==> src/sv/apd_pkg.sv <==
// Shared types, constants and command/status structs of the profile decimator.
package apd_pkg;

  localparam int COORD_W = 32;
  localparam int RAD_W   = 31;
  localparam int REG_W   = 31;
  localparam int FRAC_W  = 20;

  // multiplier geometry: 33-bit limbs, A up to four limbs, B up to two
  localparam int LIMB     = 33;
  localparam int A_LIMBS  = 4;
  localparam int B_LIMBS  = 2;
  localparam int A_W      = LIMB * A_LIMBS;
  localparam int B_W      = LIMB * B_LIMBS;
  localparam int ACC_W    = LIMB * (A_LIMBS + B_LIMBS);
  localparam int SQ_W     = 2 * LIMB;
  localparam int PR_W     = LIMB * A_LIMBS;

  localparam longint unsigned EPS_LEN    = ((64'd1 << FRAC_W) + 64'd500000) / 64'd1000000;
  localparam longint unsigned EPS_DUP    = ((64'd1 << FRAC_W) + 64'd5000) / 64'd10000;
  localparam longint unsigned EPS_LEN_SQ = EPS_LEN * EPS_LEN;
  localparam longint unsigned EPS_DUP_SQ = EPS_DUP * EPS_DUP;
  localparam logic [31:0]     COS2_Q32   = 32'd4284238823;

  localparam logic [REG_W-1:0] ELEMENT_SIZE_RST  = 31'd52429;
  localparam logic [REG_W-1:0] FLOOR_SPACING_RST = 31'd3146;
  localparam logic [REG_W-1:0] TIGHT_FLOOR_RST   = 31'd524;

  localparam logic [1:0] CFG_ELEMENT_SIZE  = 2'd0;
  localparam logic [1:0] CFG_FLOOR_SPACING = 2'd1;
  localparam logic [1:0] CFG_TIGHT_FLOOR   = 2'd2;

  typedef struct packed {
    logic signed [COORD_W-1:0] ax;
    logic [RAD_W-1:0]          rad;
  } point_t;

  typedef enum logic [2:0] {A_DELTA, A_LP2, A_DOT, A_PR, A_SP} asrc_t;
  typedef enum logic [2:0] {B_DELTA, B_LN2, B_DOT, B_COS2, B_SP} bsrc_t;
  // PO: pending-older, NP: current-pending, PK: pending-kept,
  // NF: current-first, NK: current-kept
  typedef enum logic [2:0] {D_PO, D_NP, D_PK, D_NF, D_NK} dsel_t;
  typedef enum logic [2:0] {
    WB_NONE, WB_LP2, WB_LN2, WB_POSNEG, WB_DOT2, WB_PR, WB_D2
  } wb_t;
  typedef enum logic [1:0] {E_CUR, E_PEND, E_KEPT} esrc_t;

  typedef struct packed {
    logic  load_cur;
    logic  run;
    logic  acc_add;
    asrc_t asrc;
    bsrc_t bsrc;
    dsel_t dsel_a;
    dsel_t dsel_b;
    logic  comp_rad;
    wb_t   wb;
    logic  turn_clr;
    logic  sharp_ld;
    logic  sharp_val;
    logic  emit;
    esrc_t esrc;
    logic  eop;
    logic  fail;
    logic  keep;
    logic  init_first;
    logic  shift;
    logic  fin_pending;
    logic  clear;
  } apd_cmd_t;

  typedef struct packed {
    logic [2:0] seen;
    logic [1:0] kept_cnt;
    logic       last;
    logic       mul_last;
    logic       out_free;
    logic       lp_ok;
    logic       ln_ok;
    logic       pos_lt_neg;
    logic       turn_lt;
    logic       far;
    logic       dup;
    logic       moved;
  } apd_stat_t;

endpackage

==> src/sv/apd_ctrl.sv <==
// Sequencer of the decimator: steps the shared multiplier and the decisions.
module apd_ctrl import apd_pkg::*; (
  input  logic      clk,
  input  logic      rst_n,
  input  logic      in_valid,
  output logic      in_ready,
  input  apd_stat_t stat,
  output apd_cmd_t  cmd
);

  typedef enum logic [26:0] {
    ST_IDLE  = 27'd1 << 0,
    ST_DISP  = 27'd1 << 1,
    ST_FIRST = 27'd1 << 2,
    ST_SHORT = 27'd1 << 3,
    ST_SHIFT = 27'd1 << 4,
    ST_J0    = 27'd1 << 5,
    ST_J1    = 27'd1 << 6,
    ST_J2    = 27'd1 << 7,
    ST_J3    = 27'd1 << 8,
    ST_J4    = 27'd1 << 9,
    ST_J5    = 27'd1 << 10,
    ST_J6    = 27'd1 << 11,
    ST_J7    = 27'd1 << 12,
    ST_J8    = 27'd1 << 13,
    ST_J9    = 27'd1 << 14,
    ST_J10   = 27'd1 << 15,
    ST_J11   = 27'd1 << 16,
    ST_K0    = 27'd1 << 17,
    ST_K1    = 27'd1 << 18,
    ST_K2    = 27'd1 << 19,
    ST_K3    = 27'd1 << 20,
    ST_L0    = 27'd1 << 21,
    ST_L1    = 27'd1 << 22,
    ST_L2    = 27'd1 << 23,
    ST_F0    = 27'd1 << 24,
    ST_F1    = 27'd1 << 25,
    ST_F2    = 27'd1 << 26
  } state_t;

  state_t state_r, state_nxt;

  always_ff @(posedge clk) begin
    if (!rst_n) begin
      state_r <= ST_IDLE;
    end else begin
      state_r <= state_nxt;
    end
  end

  always_comb begin
    cmd       = '0;
    in_ready  = 1'b0;
    state_nxt = state_r;
    case (state_r)
      ST_IDLE: begin
        in_ready = 1'b1;
        if (in_valid) begin
          cmd.load_cur = 1'b1;
          state_nxt    = ST_DISP;
        end
      end
      ST_DISP: begin
        if (stat.seen == 3'd0) begin
          state_nxt = ST_FIRST;
        end else if (!stat.last) begin
          state_nxt = (stat.seen >= 3'd2) ? ST_J0 : ST_SHIFT;
        end else begin
          state_nxt = (stat.seen < 3'd3) ? ST_SHORT : ST_L0;
        end
      end
      ST_FIRST: begin
        if (stat.out_free) begin
          cmd.emit       = 1'b1;
          cmd.esrc       = E_CUR;
          cmd.eop        = stat.last;
          cmd.fail       = stat.last;
          cmd.init_first = 1'b1;
          cmd.clear      = stat.last;
          state_nxt      = ST_IDLE;
        end
      end
      ST_SHORT: begin
        if (stat.out_free) begin
          cmd.emit  = 1'b1;
          cmd.esrc  = E_KEPT;
          cmd.eop   = 1'b1;
          cmd.fail  = 1'b1;
          cmd.clear = 1'b1;
          state_nxt = ST_IDLE;
        end
      end
      ST_SHIFT: begin
        cmd.shift = 1'b1;
        state_nxt = ST_IDLE;
      end
      // incoming leg squared length
      ST_J0: begin
        cmd.run       = 1'b1;
        cmd.dsel_a    = D_PO;
        cmd.dsel_b    = D_PO;
        cmd.turn_clr  = 1'b1;
        cmd.sharp_ld  = 1'b1;
        cmd.sharp_val = 1'b0;
        if (stat.mul_last) state_nxt = ST_J1;
      end
      ST_J1: begin
        cmd.run      = 1'b1;
        cmd.acc_add  = 1'b1;
        cmd.dsel_a   = D_PO;
        cmd.dsel_b   = D_PO;
        cmd.comp_rad = 1'b1;
        if (stat.mul_last) state_nxt = ST_J2;
      end
      ST_J2: begin
        cmd.wb     = WB_LP2;
        cmd.run    = 1'b1;
        cmd.dsel_a = D_NP;
        cmd.dsel_b = D_NP;
        if (stat.mul_last) state_nxt = ST_J3;
      end
      ST_J3: begin
        cmd.run      = 1'b1;
        cmd.acc_add  = 1'b1;
        cmd.dsel_a   = D_NP;
        cmd.dsel_b   = D_NP;
        cmd.comp_rad = 1'b1;
        if (stat.mul_last) state_nxt = ST_J4;
      end
      // dot product terms, sorted into positive and negative sums
      ST_J4: begin
        cmd.wb     = WB_LN2;
        cmd.run    = 1'b1;
        cmd.dsel_a = D_PO;
        cmd.dsel_b = D_NP;
        if (stat.mul_last) state_nxt = ST_J5;
      end
      ST_J5: begin
        cmd.wb       = WB_POSNEG;
        cmd.run      = 1'b1;
        cmd.dsel_a   = D_PO;
        cmd.dsel_b   = D_NP;
        cmd.comp_rad = 1'b1;
        if (stat.mul_last) state_nxt = ST_J6;
      end
      ST_J6: begin
        cmd.wb    = WB_POSNEG;
        state_nxt = ST_J7;
      end
      ST_J7: begin
        if (stat.lp_ok && stat.ln_ok && !stat.pos_lt_neg) begin
          cmd.run  = 1'b1;
          cmd.asrc = A_DOT;
          cmd.bsrc = B_DOT;
          if (stat.mul_last) state_nxt = ST_J8;
        end else begin
          // obtuse turn is sharp; degenerate legs never are
          cmd.sharp_ld  = 1'b1;
          cmd.sharp_val = stat.lp_ok && stat.ln_ok;
          state_nxt     = ST_K0;
        end
      end
      ST_J8: begin
        cmd.wb   = WB_DOT2;
        cmd.run  = 1'b1;
        cmd.asrc = A_LP2;
        cmd.bsrc = B_LN2;
        if (stat.mul_last) state_nxt = ST_J9;
      end
      ST_J9: begin
        cmd.wb    = WB_PR;
        state_nxt = ST_J10;
      end
      ST_J10: begin
        cmd.run  = 1'b1;
        cmd.asrc = A_PR;
        cmd.bsrc = B_COS2;
        if (stat.mul_last) state_nxt = ST_J11;
      end
      ST_J11: begin
        cmd.sharp_ld  = 1'b1;
        cmd.sharp_val = stat.turn_lt;
        state_nxt     = ST_K0;
      end
      // distance of the pending point from the last kept one
      ST_K0: begin
        cmd.run    = 1'b1;
        cmd.dsel_a = D_PK;
        cmd.dsel_b = D_PK;
        if (stat.mul_last) state_nxt = ST_K1;
      end
      ST_K1: begin
        cmd.run      = 1'b1;
        cmd.acc_add  = 1'b1;
        cmd.dsel_a   = D_PK;
        cmd.dsel_b   = D_PK;
        cmd.comp_rad = 1'b1;
        if (stat.mul_last) state_nxt = ST_K2;
      end
      ST_K2: begin
        cmd.wb   = WB_D2;
        cmd.run  = 1'b1;
        cmd.asrc = A_SP;
        cmd.bsrc = B_SP;
        if (stat.mul_last) state_nxt = ST_K3;
      end
      ST_K3: begin
        if (stat.far) begin
          if (stat.out_free) begin
            cmd.emit  = 1'b1;
            cmd.esrc  = E_PEND;
            cmd.keep  = 1'b1;
            state_nxt = stat.last ? ST_F0 : ST_SHIFT;
          end
        end else begin
          state_nxt = stat.last ? ST_F0 : ST_SHIFT;
        end
      end
      // closing duplicate check against the first point
      ST_L0: begin
        cmd.run    = 1'b1;
        cmd.dsel_a = D_NF;
        cmd.dsel_b = D_NF;
        if (stat.mul_last) state_nxt = ST_L1;
      end
      ST_L1: begin
        cmd.run      = 1'b1;
        cmd.acc_add  = 1'b1;
        cmd.dsel_a   = D_NF;
        cmd.dsel_b   = D_NF;
        cmd.comp_rad = 1'b1;
        if (stat.mul_last) state_nxt = ST_L2;
      end
      ST_L2: begin
        if (stat.dup) begin
          cmd.fin_pending = 1'b1;
          state_nxt       = ST_F0;
        end else begin
          state_nxt = ST_J0;
        end
      end
      // final point against the last kept point
      ST_F0: begin
        cmd.run    = 1'b1;
        cmd.dsel_a = D_NK;
        cmd.dsel_b = D_NK;
        if (stat.mul_last) state_nxt = ST_F1;
      end
      ST_F1: begin
        cmd.run      = 1'b1;
        cmd.acc_add  = 1'b1;
        cmd.dsel_a   = D_NK;
        cmd.dsel_b   = D_NK;
        cmd.comp_rad = 1'b1;
        if (stat.mul_last) state_nxt = ST_F2;
      end
      ST_F2: begin
        if (stat.out_free) begin
          cmd.emit  = 1'b1;
          cmd.eop   = 1'b1;
          cmd.clear = 1'b1;
          if (stat.moved) begin
            cmd.esrc = E_CUR;
            cmd.keep = 1'b1;
            cmd.fail = (stat.kept_cnt == 2'd0);
          end else begin
            cmd.esrc = E_KEPT;
            cmd.fail = (stat.kept_cnt != 2'd2);
          end
          state_nxt = ST_IDLE;
        end
      end
      default: state_nxt = ST_IDLE;
    endcase
  end

endmodule

==> config.mk <==
export PLATFORM = sky130hd
export DESIGN_NAME = apd_ctrl
export DESIGN_NICKNAME = d
export VERILOG_FILES = /design/src/sv/apd_pkg.sv /design/src/sv/apd_ctrl.sv
export SDC_FILE = /design/constraint.sdc
export NUM_CORES = 1
export LEC_CHECK = 0
export BUFFER_PORTS_ARGS = -buffer_cell sky130_fd_sc_hd__buf_2
export CAP_MARGIN = 20
export CORE_MARGIN = 4
export CORE_UTILIZATION = 45
export DETAILED_ROUTE_END_ITERATION = 6
export PLACE_DENSITY = 0.68
export SYNTH_ARGS = -nofsm -noshare
export SYNTH_HDL_FRONTEND = slang
export SYNTH_SLANG_ARGS = --single-unit
==> constraint.sdc <==
create_clock -name clk -period 6.65 [get_ports clk]
set_clock_uncertainty 0.1 [all_clocks]
set_input_delay 0.3325 -clock clk [delete_from_list [all_inputs] [get_ports clk]]
set_output_delay 0.3325 -clock clk [all_outputs]
set_load 0.02 [all_outputs]
==> results of run 1 <==
-- cell type report --
type	instances	area, um^2	share of cell area
multi-input cells	230	1640	0.631
flip-flops and latches	27	541	0.208
repair buffers	51	258	0.0993
well taps	70	87.6	0.0338
clock buffers	4	45.0	0.0174
inverters	7	26.3	0.0101
-- layout by cell type (no fill, tap or decap), types with 4 or more instances in the layout --
master / Yosys / final
a21oi_1: 7 / 7
nor4_1: 11 / 10
xnor2_1: 6 / 6
nand3b_1: 10 / 10
nor4_2: 3 / 4
nor3b_1: 4 / 4
nand2b_1: 7 / 7
nand2_1: 17 / 17
nor3_1: 12 / 12
nand4_1: 14 / 14
o21ai_0: 25 / 25
dfxtp_1: 27 / 27
inv_1: 6 / 6
nor2_1: 25 / 25
buf_2: 5 / 50
nand3_1: 15 / 15
a221oi_1: 5 / 5
a221oi_2: 12 / 12
-- where the power goes --
| part | switching, mW | leakage, nW | total [mW] | internal (mW) |
|---|---|---|---|---|
| Sequential | 0.00789 | 0.218 | 0.175 | 0.167 |
| Combinational | 0.172 | 0.746 | 0.229 | 0.0572 |
| Clock | 0.0572 | 0.0228 | 0.100 | 0.0432 |
| Total | 0.237 | 0.986 | 0.504 | 0.267 |
-- cell families after synthesis --
group                     share of synthesized area
AOI/OAI and AO/OA                             0.255
buffers and inverters                        0.0805
xor gates and xnor gates                     0.0334
and+or+nand+nor                               0.403
DFF                                           0.229
-- worst max-delay path: stages, from the launching register on --
cell	delay, ns
dfxtp_1	0.40
nor4_4	0.66
nand3_2	0.24
nor4b_4	0.49
a32oi_2	0.13
o22ai_2	0.72
nor2_4	0.30
a221oi_1	0.38
-- metal layers --
metal / part of all wire / GRT usage
met4: 0.025 / 0.0895
met2: 0.44 / 0.332
met5: 0 / 0
met3: 0.080 / 0.0269
met1: 0.46 / 0.318
-- metrics by stage --
stage | cell area [um^2] | hold WS [ns] | setup WS [ns] | std cells
4_1_cts | 2590 | 0.165 | 3.18 | 389
3_5_place_dp | 2550 | 0.457 | 3.21 | 385
5_1_grt | 2590 | 0.164 | 2.86 | 389
6_report | 2590 | 0.163 | 3.09 | 389
3_3_place_gp | 2550 | 0.458 | 3.27 | 385
2_1_floorplan | 2360 | 0.350 | 3.65 | 288
-- path summary, 6_finish.rpt --
kind,from,slack [ns],cells past startpoint,endpoint
min,rst_n,0.16,2,state_r[25]$_SDFFE_PN0P_
max reg2reg,state_r[16]$_SDFFE_PN0P_,3.09,7,state_r[13]$_SDFFE_PN0P_
min reg2reg,state_r[20]$_SDFFE_PN0P_,0.50,2,state_r[20]$_SDFFE_PN0P_
max,state_r[16]$_SDFFE_PN0P_,3.09,7,state_r[13]$_SDFFE_PN0P_
==> key figures, run 1 <==
Logic synthesis
  – Synth Flop Type: dfxtp_1
  – Mapped Area: 2360 um^2
  – Post-synth cell types: 63
  – Syn nets: 306
  – Synthesis Warnings: 0
  – Post-synth EDFFs: 0
  – Avg Cell Area, Syn: 8.20 um^2
  – Seq cells post-synth: 27
  – Cell count after synthesis: 288
  – Post-synth top area share: 0.229
  – Commonest cells in the netlist: 27 x dfxtp_1, 25 x nor2_1, 25 x o21ai_0
  – Async S/R FF share, synth: 0
  – Synth area leader: dfxtp_1
  – Seq/Total Area, Yosys: 0.229
  – Count leader, synth: dfxtp_1
  – Top area cells in the synthesized netlist: dfxtp_1 23%, a221oi_2 7.6%, o21ai_0 5.3%

Place
  – Post-DP HPWL: 5240 um
  – Routability Congestion: 0.986
  – IO buf count: 50

Power
  – Power density over cell area: 194 nW/um^2
  – Lkg Pwr: 0.986 nW
  – Tot Pwr: 504 uW
  – Peak supply drop: 0.0000903 V

Timing
  – Achievable Freq: 281 MHz
  – Fin crit share: 0.535
  – Slew Viols, Final: 0
  – Worst slew pin tran: 1.04 ns
  – Total negative slack: 0 ns
  – Setup violations, final: 0
  – Slew margin rel.: 0.301
  – RSZ-0062 raised after global routing: no
  – Hold Vio Cnt, Final: 0
  – Crit path time final: 3.56 ns

Clock network
  – Clock-pin slew on the worst setup and hold paths: 0.10 ns
  – Clock Path Buffers: 2
  – Clock root cell: clkbuf_8
  – CTS Buf Count: 3
  – CTS H-tree depth: 1
  – Clk Latency, worst-skew pair: 0.28 ns
  – CTS Hold Bufs: 0
  – CTS tree: yes
  – Post-CTS sizing: 0
  – Clock sinks: 27
  – Post-CTS Setup Inserts: 0

GRT
  – Antenna violations before repair: 0
  – Largest net degree at the start of global routing: 27
  – Vias in the first global route: 2228
  – First-pass GRT wire length: 11300 um
  – GR Overflow Total: 0
  – GRT Total Usage: 0.221

Detailed routing
  – Via Count: 2464
  – Final wirelength: 7010 um
  – Drt drc: 0
  – Post-DR wirelength/cell: 18.0 um
  – TritonRoute pass-1 iters: 5
  – Antenna Violating Nets Remaining: 0
  – Iter 0 DRT Violations: 362
  – Via density per instance: 6.33

Min path
  – Hold WC Path Type: in2reg

Layout
  – Largest register FFs: 27
  – Final Util: 0.508
  – Antenna diode count: 0
  – Biggest regs: state_r x27
  – Reg with most FFs: state_r
  – P&R area growth vs syn: 9.85%
  – Nets: 338
  – Filler cells: 526
  – Share of cells above drive strength 1: 0.279

Flow run
  – Max-Cap Viols: 0

Setup path
  – Worst EP arrival: 3.62 ns
  – Startpoint types: flop
  – Critical Path RT: 6.71 ns
  – CP Class: reg2reg
  – Worst setup EP type: flop
  – Crit-path max FO: 23

Die
  – Ports: 51
  – Rows: 26
  – Die width: 80.5 um
  – Die ar.: 6470 um^2
  – Die height: 80.5 um
  – Initial Util: 0.463
  – Core area: 5110 um^2

Run status
  – Status: finished, final reports clean
Power figures use the tool's default switching activity.
==> inputs of run 2 (changes only) <==
PLACE_DENSITY = 0.71   (was 0.68)
clock period = 3.1 ns   (was 6.65 ns; I/O delays follow)
==> key figures, run 2 (same netlist as run 1, synthesis figures left out) <==
Flow run
  – Max-Cap Viols: 0 (unchanged)

Detailed routing
  – Routed met3 length: 571 um (+2.0%)
  – Antenna Violating Nets Remaining: 0 (unchanged)
  – Met2 routed WL: 3340 um (+8.9%)
  – TritonRoute pass-1 iters: 5 (unchanged)
  – Final wirelength: 7250 um (+3.3%)
  – M1 wire length: 3230 um (+0.44%)
  – Via density per instance: 6.19 (-2.3%)
  – Drt drc: 0 (unchanged)
  – Iter 0 DRT Violations: 277 (-23%)
  – Via Count: 2567 (+4.2%)
  – Post-DR wirelength/cell: 17.5 um (-3.2%)
  – Max Used Layer: met4

Place
  – Post-place setup slack: 0.0921 ns (-3.12 ns)
  – DP Area: 2750 um^2 (+7.7%)
  – Post-DP HPWL: 5520 um (+5.4%)
  – IO buf count: 50 (unchanged)
  – Routability Congestion: 0.969 (-1.7%)

Die
  – Die ar.: 6470 um^2 (unchanged)
  – Rows: 26 (unchanged)
  – Die width: 80.5 um (unchanged)
  – Core area: 5110 um^2 (unchanged)
  – Die height: 80.5 um (unchanged)
  – Initial Util: 0.463 (unchanged)
  – Ports: 51 (unchanged)

Layout
  – Biggest regs: state_r x27
  – Final Util: 0.553 (+0.0451)
  – Commonest non-fill, non-tap cells in the layout: 50 x buf_2, 27 x buf_4, 27 x dfxtp_1
  – Antenna diode count: 0 (unchanged)
  – P&R area growth vs syn: 19.6%
  – Largest register FFs: 27 (unchanged)
  – Commonest non-fill, non-tap cell in the layout: buf_2
  – Share of cells above drive strength 1: 0.342 (+0.0630)
  – Filler cells: 481 (-8.6%)
  – Reg with most FFs: state_r
  – Finished Cell Area: 2830 um^2 (+8.9%)
  – Nets: 364 (+7.7%)

Timing
  – Crit path time final: 2.90 ns
  – Hold slack final: -0.00153 ns (-0.164 ns)
  – RSZ-0062 raised after global routing: no
  – Setup violations, final: 0 (unchanged)
  – Total negative slack: 0 ns (unchanged)
  – Fin crit share: 0.936
  – Final worst setup slack: 0.197 ns (-2.90 ns)
  – Slew Viols, Final: 0 (unchanged)
  – Hold Vio Cnt, Final: 1 (+1)
  – Achievable Freq: 345 MHz
  – Worst slew pin tran: 0.610 ns (-0.434 ns)
  – Slew margin rel.: 0.592 (+0.291)

Clock network
  – CTS H-tree depth: 1 (unchanged)
  – Post-CTS Setup Inserts: 0 (unchanged)
  – Clk Latency, worst-skew pair: 0.28 ns (about the same)
  – Clock sinks: 27 (unchanged)
  – CTS tree: yes
  – Clock root cell: clkbuf_8
  – CTS Hold Bufs: 0 (unchanged)
  – Clock-pin slew on the worst setup and hold paths: 0.10 ns (about the same)
  – CTS Buf Count: 3 (unchanged)
  – Clock Path Buffers: 2 (unchanged)

Setup path
  – Startpoint types: flop
  – CP cell instances: nor4_4 -> nand4_1 -> nor3_2 -> nand3_1 -> or3b_2 -> nand4_1 -> buf_2
  – Critical Path RT: 2.84 ns (-3.87 ns)
  – Worst setup EP type: output port
  – Slowest-stage cell, CP: or3b_2
  – Most used cell along the critical path: nand4_1
  – R2R depth: 8 (+1)
  – Crit-path max FO: 8 (-65%)
  – CP Class: reg2out
  – Slowest cell delay on critical path: 0.53 ns (-0.19 ns)
  – Worst EP arrival: 2.65 ns (-0.97 ns)

Run status
  – Failing checks: hold timing
  – Status: finished, violations left

GRT
  – First-pass GRT wire length: 11500 um (+1.8%)
  – GR Overflow Total: 0 (unchanged)
  – Antenna violations before repair: 0 (unchanged)
  – Largest net degree at the start of global routing: 27 (unchanged)
  – Vias in the first global route: 2263 (+1.6%)
  – GRT Total Usage: 0.226 (+0.00486)

Power
  – Power density over cell area: 403 nW/um^2 (+110%)
  – Lkg Pwr: 1.13 nW (+15%)
  – Peak supply drop: 0.000360 V (+300%)

Min path
  – Hold Path Stages: 2 (unchanged)
  – Hold WC Path Type: in2reg
==> run 2: power by group <==
part           switching, mW  leakage [nW]  total, mW  internal (mW)
registers             0.0176         0.218      0.375          0.358
clock network          0.117        0.0228      0.209         0.0922
logic                  0.384         0.891      0.554          0.169
==> run 2: per-layer routing <==
metal  vias to the layer above  track usage
met3                        10       0.0303
met1                      1204        0.317
met2                       122        0.366
li1                       1231            -
met5                         -            0
met4                         0       0.0524
==> run 2: final timing paths <==
kind / start / endpoint / slack [ns]
min reg2reg: state_r[21]$_SDFFE_PN0P_ / state_r[21]$_SDFFE_PN0P_ / 0.53
min: rst_n / state_r[25]$_SDFFE_PN0P_ / -0.002
max reg2reg: state_r[15]$_SDFFE_PN0P_ / state_r[13]$_SDFFE_PN0P_ / 0.24
max: state_r[16]$_SDFFE_PN0P_ / cmd[13] / 0.20
==> run 2: final cells by class <==
class	count	area, um^2	area share
Timing Repair Buffer	77	453	0.160
Multi-Input combinational cell	230	1670	0.592
Clock buffer	4	45.0	0.0159
Inverter	7	26.3	0.00930
Tap cell	70	87.6	0.0310
Sequential cell	27	541	0.191
==> run 2: worst max-delay path: cells and delay by family, from the launching register on <==
family / cells / cell delay [ns]
AND/OR/NAND/NOR: 6 / 1.80
buffers and inverters: 1 / 0.17
flip-flops: 1 / 0.40
==> run 2: per-stage QoR <==
stage / total power, mW / cells
detailed placement: 0.917 / 411
floorplan: 0.759 / 288
finish: 1.14 / 415
global route: 1.20 / 415
CTS: 1.13 / 415
global placement: 0.912 / 411
==> run 2: what timing repair did <==
action / in CTS / in global routing
endpoints found under the setup margin: 0 / 24
resized for setup: 0 / 5
endpoints found under the hold margin: 0 / 0
